**src/rtl/dcr_pkg.sv**
```systemverilog
// Shared types, constants and encode helpers for the directional cell rule unit.
// No dependencies; used by every module under rtl/.
package dcr_pkg;

	localparam int unsigned StateW   = 8;
	localparam int unsigned CountW   = 9;
	localparam int unsigned TcW      = 7;
	localparam int unsigned TurnBits = 51;
	localparam int unsigned CfgIdxW  = 2;
	localparam int unsigned Dirs     = 4;

	typedef logic [StateW-1:0] state_t;
	typedef logic [Dirs-1:0][StateW-1:0] nbr_t;

	typedef enum logic [1:0] {
		ModeTurmite  = 2'd0,
		ModeSandpile = 2'd1,
		ModeHpp      = 2'd2,
		ModePass     = 2'd3
	} mode_t;

	// register indexes on the config port
	localparam logic [CfgIdxW-1:0] RegRuleMode   = 2'd0;
	localparam logic [CfgIdxW-1:0] RegStateCount = 2'd1;
	localparam logic [CfgIdxW-1:0] RegTurnMask   = 2'd2;

	localparam mode_t               ModeReset  = ModeHpp;
	localparam logic [CountW-1:0]   CountReset = 9'd16;
	localparam logic [TcW-1:0]      TcReset    = 7'd3;

	// count / 5 as (count * 205) >> 10, exact for counts below 1024
	localparam logic [16:0] TcMul   = 17'd205;
	localparam int unsigned TcShift = 10;

	localparam state_t SandHeights = 8'd8;
	localparam state_t HppPairA    = 8'h05;
	localparam state_t HppPairB    = 8'h0A;

	typedef struct packed {
		mode_t                mode;
		logic [CountW-1:0]    count;
		logic [TcW-1:0]       tc;
		logic [TurnBits-1:0]  turn_mask;
	} cfg_t;

	typedef struct packed {
		state_t                       centre;
		logic                         cell_lt_sc;
		logic                         cell_lt_tc;
		nbr_t                         nb;
		logic [Dirs-1:0]              nb_lt_sc;
		logic [Dirs-1:0]              nb_ge_tc;
		logic [Dirs-1:0][StateW-1:0]  nb_code;
	} s1_t;

	typedef struct packed {
		state_t           centre;
		logic             cell_lt_sc;
		logic             cell_lt_tc;
		logic             cell_ge_sand;
		logic [Dirs-1:0]  hits;
		logic [TcW-1:0]   agent_next;
		state_t           arrive_base;
		state_t           src_next;
		logic [2:0]       sand_h;
		logic [Dirs-1:0]  hpp_acc;
	} s2_t;

	// background-zero: 0 and 1 swap, all else unchanged (its own inverse)
	function automatic state_t bz_swap(input state_t s);
		state_t r;
		if (s == 8'd0)
			r = 8'd1;
		else if (s == 8'd1)
			r = 8'd0;
		else
			r = s;
		return r;
	endfunction

	function automatic logic [Dirs-1:0] hpp_collide(input state_t m);
		logic [Dirs-1:0] r;
		if (m == HppPairA)
			r = HppPairB[Dirs-1:0];
		else if (m == HppPairB)
			r = HppPairA[Dirs-1:0];
		else
			r = m[Dirs-1:0];
		return r;
	endfunction

endpackage

```
**src/rtl/directional_cell_rule_unit.sv**
```systemverilog
// An accepted input beat passes through three register stages on its way to out_valid.
// Throughput: one beat per cycle; an output stall holds each full stage in place.
// Config written on cfg_we applies to every beat accepted after the write edge.
// Reset (arst_n low, async): pipeline empty; HPP mode, 16 states, turn mask clear.
// Top level: config registers, stage valids and stall control. Uses dcr_pkg,
// dcr_front, dcr_rules and dcr_merge.
module directional_cell_rule_unit (
	input  logic                            clk,
	input  logic                            arst_n,
	input  logic                            cfg_we,
	input  logic [dcr_pkg::CfgIdxW-1:0]     cfg_index,
	input  logic [dcr_pkg::TurnBits-1:0]    cfg_data,
	input  logic                            in_valid,
	output logic                            in_ready,
	input  dcr_pkg::state_t                 cell_state,
	input  dcr_pkg::state_t                 neighbor_0,
	input  dcr_pkg::state_t                 neighbor_1,
	input  dcr_pkg::state_t                 neighbor_2,
	input  dcr_pkg::state_t                 neighbor_3,
	output logic                            out_valid,
	input  logic                            out_ready,
	output dcr_pkg::state_t                 next_state
);

	dcr_pkg::mode_t                  rule_mode_q;
	logic [dcr_pkg::CountW-1:0]      state_count_q;
	logic [dcr_pkg::TurnBits-1:0]    turn_mask_q;
	logic [dcr_pkg::TcW-1:0]         tc_q;
	logic [16:0]                     tc_prod;

	logic v_s1, v_s2, v_s3;
	logic en1, en2, en3;

	dcr_pkg::cfg_t cfg;
	dcr_pkg::nbr_t nbr;
	dcr_pkg::s1_t  s1;
	dcr_pkg::s2_t  s2;

	always_ff @(posedge clk or negedge arst_n) begin
		if (!arst_n) begin
			rule_mode_q   <= dcr_pkg::ModeReset;
			state_count_q <= dcr_pkg::CountReset;
			turn_mask_q   <= '0;
		end else if (cfg_we) begin
			case (cfg_index)
				dcr_pkg::RegRuleMode:   rule_mode_q   <= dcr_pkg::mode_t'(cfg_data[1:0]);
				dcr_pkg::RegStateCount: state_count_q <= cfg_data[dcr_pkg::CountW-1:0];
				dcr_pkg::RegTurnMask:   turn_mask_q   <= cfg_data;
				default: ;
			endcase
		end
	end

	// tape colour count = state_count / 5, taken from the write data
	assign tc_prod = {8'd0, cfg_data[dcr_pkg::CountW-1:0]} * dcr_pkg::TcMul;

	always_ff @(posedge clk or negedge arst_n) begin
		if (!arst_n)
			tc_q <= dcr_pkg::TcReset;
		else if (cfg_we && cfg_index == dcr_pkg::RegStateCount)
			tc_q <= tc_prod[dcr_pkg::TcShift +: dcr_pkg::TcW];
	end

	assign cfg.mode      = rule_mode_q;
	assign cfg.count     = state_count_q;
	assign cfg.tc        = tc_q;
	assign cfg.turn_mask = turn_mask_q;

	assign nbr[0] = neighbor_0;
	assign nbr[1] = neighbor_1;
	assign nbr[2] = neighbor_2;
	assign nbr[3] = neighbor_3;

	// a stage loads when it is empty or its contents move on
	assign en3      = !v_s3 || out_ready;
	assign en2      = !v_s2 || en3;
	assign en1      = !v_s1 || en2;
	assign in_ready = en1;

	always_ff @(posedge clk or negedge arst_n) begin
		if (!arst_n) begin
			v_s1 <= 1'b0;
			v_s2 <= 1'b0;
			v_s3 <= 1'b0;
		end else begin
			if (en1)
				v_s1 <= in_valid;
			if (en2)
				v_s2 <= v_s1;
			if (en3)
				v_s3 <= v_s2;
		end
	end

	assign out_valid = v_s3;

	dcr_front u_front (
		.clk        (clk),
		.en         (en1 && in_valid),
		.cfg        (cfg),
		.cell_state (cell_state),
		.nbr        (nbr),
		.s1         (s1)
	);

	dcr_rules u_rules (
		.clk (clk),
		.en  (en2 && v_s1),
		.cfg (cfg),
		.s1  (s1),
		.s2  (s2)
	);

	dcr_merge u_merge (
		.clk        (clk),
		.en         (en3 && v_s2),
		.cfg        (cfg),
		.s2         (s2),
		.next_state (next_state)
	);

`ifndef SYNTHESIS
	a_ready_chain: assert property (@(posedge clk) disable iff (!arst_n)
		out_ready |-> in_ready)
		else $error("in_ready low while output side is free");

	a_latency: assert property (@(posedge clk) disable iff (!arst_n)
		(in_valid && in_ready) ##1 out_ready ##1 out_ready |=> out_valid)
		else $error("accepted beat did not reach the output after three cycles");

	a_tc_range: assert property (@(posedge clk) disable iff (!arst_n)
		$stable(state_count_q) |->
			(10'(tc_q) * 10'd5 <= 10'(state_count_q)) &&
			(10'(state_count_q) < 10'(tc_q) * 10'd5 + 10'd5))
		else $error("tape colour count does not match state_count / 5");

	a_stage_order: assert property (@(posedge clk) disable iff (!arst_n)
		(v_s2 && !en3) |=> v_s2 && v_s3)
		else $error("stage 2 beat lost during an output stall");
`endif

endmodule

```
**src/rtl/dcr_front.sv**
```systemverilog
// Stage 1: range checks of the cell and neighbours against the state count and
// tape colour count, and agent codes. Depends on dcr_pkg.
module dcr_front (
	input  logic            clk,
	input  logic            en,
	input  dcr_pkg::cfg_t   cfg,
	input  dcr_pkg::state_t cell_state,
	input  dcr_pkg::nbr_t   nbr,
	output dcr_pkg::s1_t    s1
);

	dcr_pkg::s1_t nxt;
	dcr_pkg::s1_t data_s1;

	always_comb begin
		nxt            = '0;
		nxt.centre     = cell_state;
		nxt.cell_lt_sc = {1'b0, cell_state} < cfg.count;
		nxt.cell_lt_tc = cell_state < {1'b0, cfg.tc};
		nxt.nb         = nbr;
		for (int i = 0; i < dcr_pkg::Dirs; i++) begin
			nxt.nb_lt_sc[i] = {1'b0, nbr[i]} < cfg.count;
			nxt.nb_ge_tc[i] = nbr[i] >= {1'b0, cfg.tc};
			nxt.nb_code[i]  = nbr[i] - {1'b0, cfg.tc};
		end
	end

	always_ff @(posedge clk) begin
		if (en)
			data_s1 <= nxt;
	end

	assign s1 = data_s1;

endmodule

```
**src/rtl/dcr_rules.sv**
```systemverilog
// Stage 2: per-mode evaluation - turmite hits and tape advance, sandpile
// heights and source phase, HPP collision and gather. Depends on dcr_pkg.
module dcr_rules (
	input  logic          clk,
	input  logic          en,
	input  dcr_pkg::cfg_t cfg,
	input  dcr_pkg::s1_t  s1,
	output dcr_pkg::s2_t  s2
);

	dcr_pkg::s2_t nxt;
	dcr_pkg::s2_t data_s2;

	always_comb begin
		logic [63:0]               mask_ext;
		logic [5:0]                color;
		logic                      right;
		logic [1:0]                nd;
		dcr_pkg::state_t           code_c;
		dcr_pkg::state_t           dec;
		logic [dcr_pkg::TcW-1:0]   adv;
		logic [2:0]                cnt;
		logic [dcr_pkg::CountW-1:0] x9;
		logic [dcr_pkg::CountW-1:0] period;
		logic [dcr_pkg::Dirs-1:0]  m;

		// colours 51 and up read as a left turn
		mask_ext = {{(64 - dcr_pkg::TurnBits){1'b0}}, cfg.turn_mask};

		nxt              = '0;
		nxt.centre       = s1.centre;
		nxt.cell_lt_sc   = s1.cell_lt_sc;
		nxt.cell_lt_tc   = s1.cell_lt_tc;
		nxt.cell_ge_sand = s1.centre >= dcr_pkg::SandHeights;

		// turmite: which neighbours turn into this cell
		for (int i = 0; i < dcr_pkg::Dirs; i++) begin
			color        = s1.nb_code[i][7:2];
			right        = mask_ext[color];
			nd           = s1.nb_code[i][1:0] + (right ? 2'd1 : 2'd3);
			nxt.hits[i]  = s1.nb_ge_tc[i] && s1.nb_lt_sc[i] && (nd == 2'(i + 2));
		end

		// turmite: agent leaves, tape colour + 1 mod tc (at most tc + 1, two subtracts)
		code_c = s1.centre - {1'b0, cfg.tc};
		adv    = {1'b0, code_c[7:2]} + 7'd1;
		if (adv >= cfg.tc)
			adv = adv - cfg.tc;
		if (adv >= cfg.tc)
			adv = adv - cfg.tc;
		nxt.agent_next = adv;

		dec             = dcr_pkg::bz_swap(s1.centre);
		nxt.arrive_base = {1'b0, cfg.tc} + {dec[5:0], 2'b00};

		// sandpile: topple, then count grains arriving
		cnt = 3'd0;
		for (int i = 0; i < dcr_pkg::Dirs; i++) begin
			if (s1.nb[i] == dcr_pkg::SandHeights || s1.nb[i][7:2] == 6'd1)
				cnt = cnt + 3'd1;
		end
		nxt.sand_h = {1'b0, dec[1:0]} + cnt;

		x9     = {1'b0, s1.centre} - 9'd7;
		period = cfg.count - 9'd8;
		nxt.src_next = (x9 == period) ? dcr_pkg::SandHeights
			: 8'(x9 + {1'b0, dcr_pkg::SandHeights});

		// HPP: collide each neighbour, keep the bit heading here
		for (int i = 0; i < dcr_pkg::Dirs; i++) begin
			m = dcr_pkg::hpp_collide(dcr_pkg::bz_swap(s1.nb[i]));
			nxt.hpp_acc[2'(i + 2)] = s1.nb_lt_sc[i] & m[2'(i + 2)];
		end
	end

	always_ff @(posedge clk) begin
		if (en)
			data_s2 <= nxt;
	end

	assign s2 = data_s2;

endmodule

```
**src/rtl/dcr_merge.sv**
```systemverilog
// Stage 3: mode select, background-zero encode and output register.
// Depends on dcr_pkg.
module dcr_merge (
	input  logic            clk,
	input  logic            en,
	input  dcr_pkg::cfg_t   cfg,
	input  dcr_pkg::s2_t    s2,
	output dcr_pkg::state_t next_state
);

	dcr_pkg::state_t res;
	dcr_pkg::state_t data_s3;

	always_comb begin
		logic [1:0] dir;
		logic       arrive;

		dir    = 2'd0;
		arrive = 1'b1;
		// the single hitting neighbour fixes the heading
		case (s2.hits)
			4'b0001: dir = 2'd2;
			4'b0010: dir = 2'd3;
			4'b0100: dir = 2'd0;
			4'b1000: dir = 2'd1;
			default: arrive = 1'b0;
		endcase

		case (cfg.mode)
			dcr_pkg::ModeTurmite: begin
				if (!s2.cell_lt_sc || cfg.tc == '0)
					res = 8'd1;
				else if (!s2.cell_lt_tc)
					res = dcr_pkg::bz_swap({1'b0, s2.agent_next});
				else if (arrive)
					res = s2.arrive_base + {6'd0, dir};
				else
					res = s2.centre;
			end
			dcr_pkg::ModeSandpile: begin
				if (!s2.cell_lt_sc)
					res = 8'd1;
				else if (s2.cell_ge_sand)
					res = s2.src_next;
				else
					res = dcr_pkg::bz_swap({5'd0, s2.sand_h});
			end
			dcr_pkg::ModeHpp: res = dcr_pkg::bz_swap({4'd0, s2.hpp_acc});
			default: res = s2.centre;
		endcase
	end

	always_ff @(posedge clk) begin
		if (en)
			data_s3 <= res;
	end

	assign next_state = data_s3;

endmodule

```
**config.mk**
```make
export PLATFORM = sky130hd
export DESIGN_NAME = directional_cell_rule_unit
export DESIGN_NICKNAME = d
export VERILOG_FILES = /design/src/rtl/dcr_pkg.sv /design/src/rtl/directional_cell_rule_unit.sv /design/src/rtl/dcr_front.sv /design/src/rtl/dcr_rules.sv /design/src/rtl/dcr_merge.sv
export SDC_FILE = /design/constraint.sdc
export NUM_CORES = 1
export LEC_CHECK = 0
export BUFFER_PORTS_ARGS = -buffer_cell sky130_fd_sc_hd__buf_2
export CAP_MARGIN = 0
export CELL_PAD_IN_SITES_DETAIL_PLACEMENT = 1
export CELL_PAD_IN_SITES_GLOBAL_PLACEMENT = 1
export CORE_ASPECT_RATIO = 0.5
export CORE_MARGIN = 1.5
export CORE_UTILIZATION = 35
export DETAILED_ROUTE_END_ITERATION = 8
export PLACE_DENSITY_LB_ADDON = 0.1
export SYNTH_ARGS = -nofsm -noshare
export SYNTH_HDL_FRONTEND = slang
export SYNTH_SLANG_ARGS = --single-unit
```
**constraint.sdc**
```tcl
create_clock -name clk -period 6.5 [get_ports clk]
set_input_delay 1.3 -clock clk [delete_from_list [all_inputs] [get_ports clk]]
set_output_delay 1.3 -clock clk [all_outputs]
set_load 0.02 [all_outputs]
```
==> results of run 1 <==
[synthesized netlist by cell type, types with 4 or more instances]
cell / instances / area, um^2
a21oi_1: 49 / 245.2
nor2_1: 67 / 251.5
nand2b_1: 18 / 112.6
xor2_1: 39 / 341.6
and3_1: 4 / 25.02
nand3_1: 22 / 110.1
o31ai_1: 8 / 60.06
and2_1: 5 / 31.28
nor3_1: 12 / 60.06
nor2b_1: 25 / 156.4
nand3b_1: 4 / 30.03
nand4_1: 10 / 62.56
buf_2: 8 / 40.04
o21a_1: 9 / 67.56
a22oi_1: 10 / 75.07
o21bai_1: 4 / 30.03
buf_4: 4 / 30.03
a31oi_1: 11 / 68.82
xnor2_1: 52 / 455.4
nor4_1: 5 / 31.28
mux2i_1: 32 / 320.3
clkbuf_1: 15 / 56.30
o21ai_0: 61 / 305.3
edfxtp_1: 133 / 3994
dfrtp_1: 68 / 1702
nand2_1: 45 / 168.9
a21boi_0: 11 / 82.58
mux2_2: 73 / 822.0
o22ai_1: 6 / 37.54
o221ai_1: 4 / 35.03
a211oi_1: 5 / 37.54
a21o_1: 30 / 225.2
nor3b_1: 8 / 60.06
inv_1: 113 / 424.2
dfstp_2: 4 / 105.1
mux4_2: 46 / 1036
ha_1: 154 / 1927
fa_1: 23 / 460.4
[power groups by stage]
stage	sequential [W]	combinational (W)	clock, W
floorplan	0.00207	0.00363	0
global placement	0.00233	0.00454	0
detailed placement	0.00234	0.00468	0
CTS	0.00232	0.00472	0.00140
global route	0.00237	0.00523	0.00144
finish	0.00231	0.00468	0.00136
[flip-flops by register name (all words and copies together), names as in the netlist]
name                cells
out_valid               1
rule_mode_q             2
state_count_q           9
tc_q                    7
turn_mask_q            51
u_front.s1             82
u_merge.next_state      8
u_rules.s2             43
v_s1                    1
v_s2                    1
[worst paths after layout]
check | start | endpoint | cells past startpoint
setup / recovery | tc_q[1] | u_rules.s2[28] | 22
hold / removal | u_front.s1[73] | u_rules.s2[36] | 0
setup reg to reg | tc_q[1] | u_rules.s2[28] | 22
hold reg to reg | u_front.s1[73] | u_rules.s2[36] | 0
max in group asynchronous | arst_n | v_s2 | 1
min in group asynchronous | arst_n | turn_mask_q[48] | 1
[metal layers]
metal | vias to the layer above | track usage, %
met5 | - | 0.3326
met2 | 149 | 34.43
met4 | 0 | 4.764
li1 | 4830 | -
met3 | 59 | 2.466
met1 | 5212 | 27.72
[metrics by stage]
stage | cells | util (%) | cell area (um^2)
finish | 1918 | 40.51 | 16470
global route | 1918 | 40.51 | 16470
detailed placement | 1876 | 38.60 | 15700
CTS | 1916 | 40.50 | 16470
floorplan | 1246 | - | 14530
global placement | 1876 | 38.60 | 15700
[cells by family after synthesis]
family,after synthesis,share of synthesized area [%]
compound gates,235,10.47
xor+xnor,91,5.487
fa+ha+maj,177,16.44
buf+inv,144,3.945
flops,205,39.93
mux,152,15.07
simple gates,242,8.649
[final cells by class]
| class | instances | area (um^2) |
|---|---|---|
| Sequential cell | 205 | 5801 |
| Timing Repair Buffer | 120 | 635.6 |
| Multi-Input combinational cell | 897 | 8155 |
| Clock buffer | 27 | 621.8 |
| Tap cell | 540 | 675.6 |
| Clock inverter | 13 | 150.1 |
| Fill cell | 4410 | 24190 |
| Antenna cell | 2 | 5.005 |
| Inverter | 114 | 427.9 |
==> flow_metrics.py, run 1 <==
metrics = {
    "detailed_routing": {
        "ant_nets": 0,
        "wl_per_cell_um": 22.21,
        "drc": 0,
        "drt-initial-drc-count": 550,
        "wl_met2_um": 20430,
        "avgViaCountPerCell": 5.344,
        "drtPass1Iterations": 5,
        "top_layer": "met4",
        "m1WireLength_um": 20120,
        "routed-wl-met3_um": 1086,
        "drt_wl_total_um": 42590,
        "vias": 10250,
    },
    "sta": {
        "period_share_pct": 89.81,
        "hold_viol": 0,
        "final.min_clock_period_ns": 5.838,
        "setup_violations": 0,
        "finalWorstSetupSlack_ns": 0.6621,
        "slew_violations": 0,
        "slew-limit-headroom_pct": 21.33,
        "holdWs_ns": 0.4294,
        "setup_tns_ns": 0,
        "finClkSkew_ns": 0.01753,
        "grt_setup_unrepaired": "no",
        "worstMarginPinSlew_ns": 1.172,
        "clock.fmax_ghz": 0.1713,
    },
    "synthesis": {
        "synth_edf_count": 133,
        "syn_nets": 1521,
        "synth-seq-cells": 205,
        "ys_warn_count": 0,
        "syn_area_per_cell_um2": 11.66,
        "synthArstFlopShare_pct": 35.12,
        "synth_cells": 1246,
        "synthDistinctLibCells": 69,
        "synth_area_mm2": 0.01453,
        "synth-main-ff-cell": "edfxtp_1",
        "synth_seq_area_share_pct": 39.93,
    },
    "worst_setup_path": {
        "crit_family": "compound AO/OA/AOI/OAI gates",
        "critPathBufInv": 3,
        "cp_cell_sequence": "inv_1, ha_1, a21oi_1, xor2_1, inv_1, ha_1, and3_1, mux2_2, xor2_1, ha_1, inv_1, o211ai_1, o21ai_1, o21ai_0, ha_1, nor2b_1, o31a_1, o31a_1, o22ai_2, nand3_1, mux2_1, nand3_1",
        "crit_top_cell": "ha_1",
        "crit_path_max_incr_delay_ns": 0.53,
        "setup.worst_path.class": "flop to flop",
        "ff2ff_setup_slack_ns": 0.66,
        "cp_max_fo": 10,
        "crit_arrival_ns": 6.23,
        "slowest_stage": "dfstp_2",
        "crit_path_end_kind": "flop",
        "cp_data_required_time_ns": 6.89,
        "startpoint_type": "flop",
    },
    "status": {
        "status": "finished, final reports clean",
    },
    "power": {
        "leakagePower_nw": 7.007,
        "p_per_area_mw_per_mm2": 507.1,
        "combPwrFrac_pct": 56.0,
        "clock_power_share_pct": 16.3,
        "p_int_w": 0.004873,
        "p_sw_share_pct": 41.66,
        "ir_drop_mv": 0.6855,
        "p_sw_w": 0.003480,
        "power_frac_seq_pct": 27.7,
        "power_w": 0.008353,
    },
    "clock_tree": {
        "ctsRootBufferMaster": "clkbuf_16",
        "cts.sinks": 205,
        "cts_buffers": 22,
        "cts_resized": 0,
        "cts-htree-levels": 1,
        "cts_buffer_depth": 3,
        "postCtsSetupBuffers": 0,
        "ctsHoldBuffers": 0,
        "tritoncts": "built",
        "clkTransAtPathRegs_ns": 0.07,
        "insertion_delay_ns": 0.53,
    },
    "run": {
        "drv_cap": 0,
    },
    "die": {
        "core_area_mm2": 0.04066,
        "die_area_mm2": 0.04281,
        "num_io_pins": 108,
        "rows": 52,
        "start_util_pct": 35.72,
        "die_w_um": 291.1,
        "die_h_um": 147.1,
    },
    "global_routing": {
        "grt_max_degree": 83,
        "grt_pass1_wl_um": 66390,
        "overflow": 0,
        "grt_pass1_vias": 11170,
        "grt_antenna_before_repair": 2,
        "grt.total_usage_pct": 20.29,
    },
    "min_path": {
        "hold_path.class": "flop to flop",
    },
    "finish": {
        "final_common_cell": "ha_1",
        "nNetsFinal": 1635,
        "final_cell_mix": "ha_1, edfxtp_1, inv_1, buf_2, mux2_2",
        "area_growth_pct": 13.40,
        "drive_above_1_share_pct": 21.29,
    },
    "placed_design": {
        "io_buffers": 107,
        "pre_cts_slack_ns": 0.6547,
        "gp_congestion": 0.8451,
        "hpwl_um": 31990,
    },
}
Note: power is estimated with default switching activity, not from simulation.
==> inputs of run 2 (changes only) <==
--- a/config.mk
+++ b/config.mk
@@ -14,6 +14,7 @@
 export CORE_UTILIZATION = 35
 export DETAILED_ROUTE_END_ITERATION = 8
 export PLACE_DENSITY_LB_ADDON = 0.1
+export RECOVER_POWER = 25
 export SYNTH_ARGS = -nofsm -noshare
 export SYNTH_HDL_FRONTEND = slang
 export SYNTH_SLANG_ARGS = --single-unit
==> flow_metrics.py, run 2 (same netlist as run 1, synthesis figures left out) <==
metrics = {
    "status": {
        "status": "finished, violations left",
        "violations": "max-capacitance violations, max-slew violations",
    },
    "run": {
        "drv_cap": 1,
    },
    "worst_setup_path": {
        "cp_max_fo": 10,
        "cp_data_required_time_ns": 6.89,
        "crit_path_max_incr_delay_ns": 0.53,
        "crit_arrival_ns": 6.20,
        "startpoint_type": "flop",
        "crit_family": "compound AO/OA/AOI/OAI gates",
        "setup.worst_path.class": "flop to flop",
        "slowest_stage": "dfstp_2",
        "crit_path_end_kind": "flop",
        "cp_cell_sequence": "inv_1, ha_1, a21oi_1, xor2_1, inv_1, ha_1, and3_1, mux2_2, xor2_1, ha_1, inv_1, o211ai_1, o21ai_1, o21ai_0, ha_1, nor2b_1, o31a_1, o31a_1, o22ai_2, nand3_1, mux2_1, nand3_1",
        "crit_top_cell": "ha_1",
        "critPathBufInv": 3,
    },
    "global_routing": {
        "grt_antenna_before_repair": 0,
        "grt_max_degree": 83,
        "grt_pass1_vias": 11170,
        "overflow": 0,
        "grt.total_usage_pct": 20.29,
        "grt_pass1_wl_um": 66390,
    },
    "placed_design": {
        "hpwl_um": 31990,
        "postPlaceCellArea_mm2": 0.01570,
        "pre_cts_slack_ns": 0.6547,
        "place_inst": 1876,
        "gp_congestion": 0.8451,
        "io_buffers": 107,
    },
    "clock_tree": {
        "tritoncts": "built",
        "postCtsSetupBuffers": 0,
        "cts.sinks": 205,
        "ctsRootBufferMaster": "clkbuf_16",
        "cts_buffer_depth": 3,
        "clkTransAtPathRegs_ns": 0.07,
        "cts-htree-levels": 1,
        "cts_resized": 0,
        "insertion_delay_ns": 0.53,
        "cts_buffers": 22,
        "ctsHoldBuffers": 0,
    },
    "die": {
        "num_io_pins": 108,
        "rows": 52,
        "start_util_pct": 35.72,
        "core_area_mm2": 0.04066,
        "die_w_um": 291.1,
        "die_h_um": 147.1,
        "die_area_mm2": 0.04281,
    },
    "min_path": {
        "hold_path.class": "flop to flop",
    },
    "sta": {
        "worstMarginPinSlew_ns": 4.253,
        "hold_viol": 0,
        "clock.fmax_ghz": 0.1719,
        "finalWorstSetupSlack_ns": 0.6831,
        "final.min_clock_period_ns": 5.817,
        "slew-limit-headroom_pct": -183.5,
        "finClkSkew_ns": 0.01775,
        "period_share_pct": 89.49,
        "setup_tns_ns": 0,
        "setup_violations": 0,
        "grt_setup_unrepaired": "no",
        "slew_violations": 73,
    },
    "finish": {
        "nNetsFinal": 1635,
        "largest_reg_flops": 82,
        "final_common_cell": "ha_1",
        "nFillCells": 4428,
        "fin_area_mm2": 0.01640,
        "fin_cells": 1916,
        "multi_input_area_mm2": 0.008155,
        "antenna_cells": 0,
        "seq_area_mm2": 0.005801,
        "final_cell_mix": "ha_1, edfxtp_1, inv_1, mux2_2, dfrtp_1",
        "drive_above_1_share_pct": 18.02,
        "area_growth_pct": 12.92,
    },
    "power": {
        "ir_drop_mv": 0.6847,
        "clock_power_share_pct": 16.3,
        "p_sw_w": 0.003478,
        "leakagePower_nw": 6.882,
        "power_frac_seq_pct": 27.7,
        "combPwrFrac_pct": 56.0,
        "p_per_area_mw_per_mm2": 508.5,
        "p_sw_share_pct": 41.70,
        "p_int_w": 0.004863,
    },
    "detailed_routing": {
        "drt_wl_total_um": 42560,
        "vias": 10237,
        "ant_nets": 0,
        "drt-initial-drc-count": 527,
        "drtPass1Iterations": 5,
        "avgViaCountPerCell": 5.343,
        "wl_per_cell_um": 22.21,
        "drc": 0,
    },
}
run 2: path summary, 6_finish.rpt:
check | slack [ns] | end | startpoint | cells after the start
worst max-delay path | 0.68 | u_rules.s2[28] | tc_q[1] | 22
worst min-delay path | 0.43 | u_rules.s2[36] | u_front.s1[73] | 0
worst max register to register | 0.68 | u_rules.s2[28] | tc_q[1] | 22
worst min register to register | 0.43 | u_rules.s2[36] | u_front.s1[73] | 0
max in group asynchronous | 1.84 | v_s2 | arst_n | 1
min in group asynchronous | 2.27 | turn_mask_q[48] | arst_n | 1
run 2: power groups by stage:
stage | sequential [W] | clock [W] | combinational [W]
global placement | 0.00233 | 0 | 0.00454
global route | 0.00237 | 0.00144 | 0.00522
floorplan | 0.00207 | 0 | 0.00363
CTS | 0.00232 | 0.00140 | 0.00472
detailed placement | 0.00234 | 0 | 0.00468
finish | 0.00231 | 0.00136 | 0.00467
run 2: area by class of cell:
cell class | instances | area share (%)
clock inverter | 13 | 0.9154
sequential | 205 | 35.36
timing repair buffer | 120 | 3.479
multi-input combinational | 897 | 49.72
tap | 540 | 4.119
clock buffer | 27 | 3.791
inverter | 114 | 2.609
run 2: metrics by stage:
stage | hold slack (ns) | power [W] | util, %
after floorplan | 0.4003 | 0.005694 | -
after global routing | 0.4531 | 0.009032 | 40.34
after CTS | 0.4303 | 0.008437 | 40.50
after global placement | 0.4073 | 0.006871 | 38.60
final | 0.4295 | 0.008340 | 40.34
after detailed placement | 0.4199 | 0.007022 | 38.60
run 2: routing by layer:
metal  vias to the layer above  track usage (%)  part of all wire, %
met5                         -           0.3326                    0
met4                         0            4.764                  2.3
met3                        59            2.466                  2.6
met2                       147            34.43                   48
met1                      5202            27.72                   47
li1                       4829                -                    -
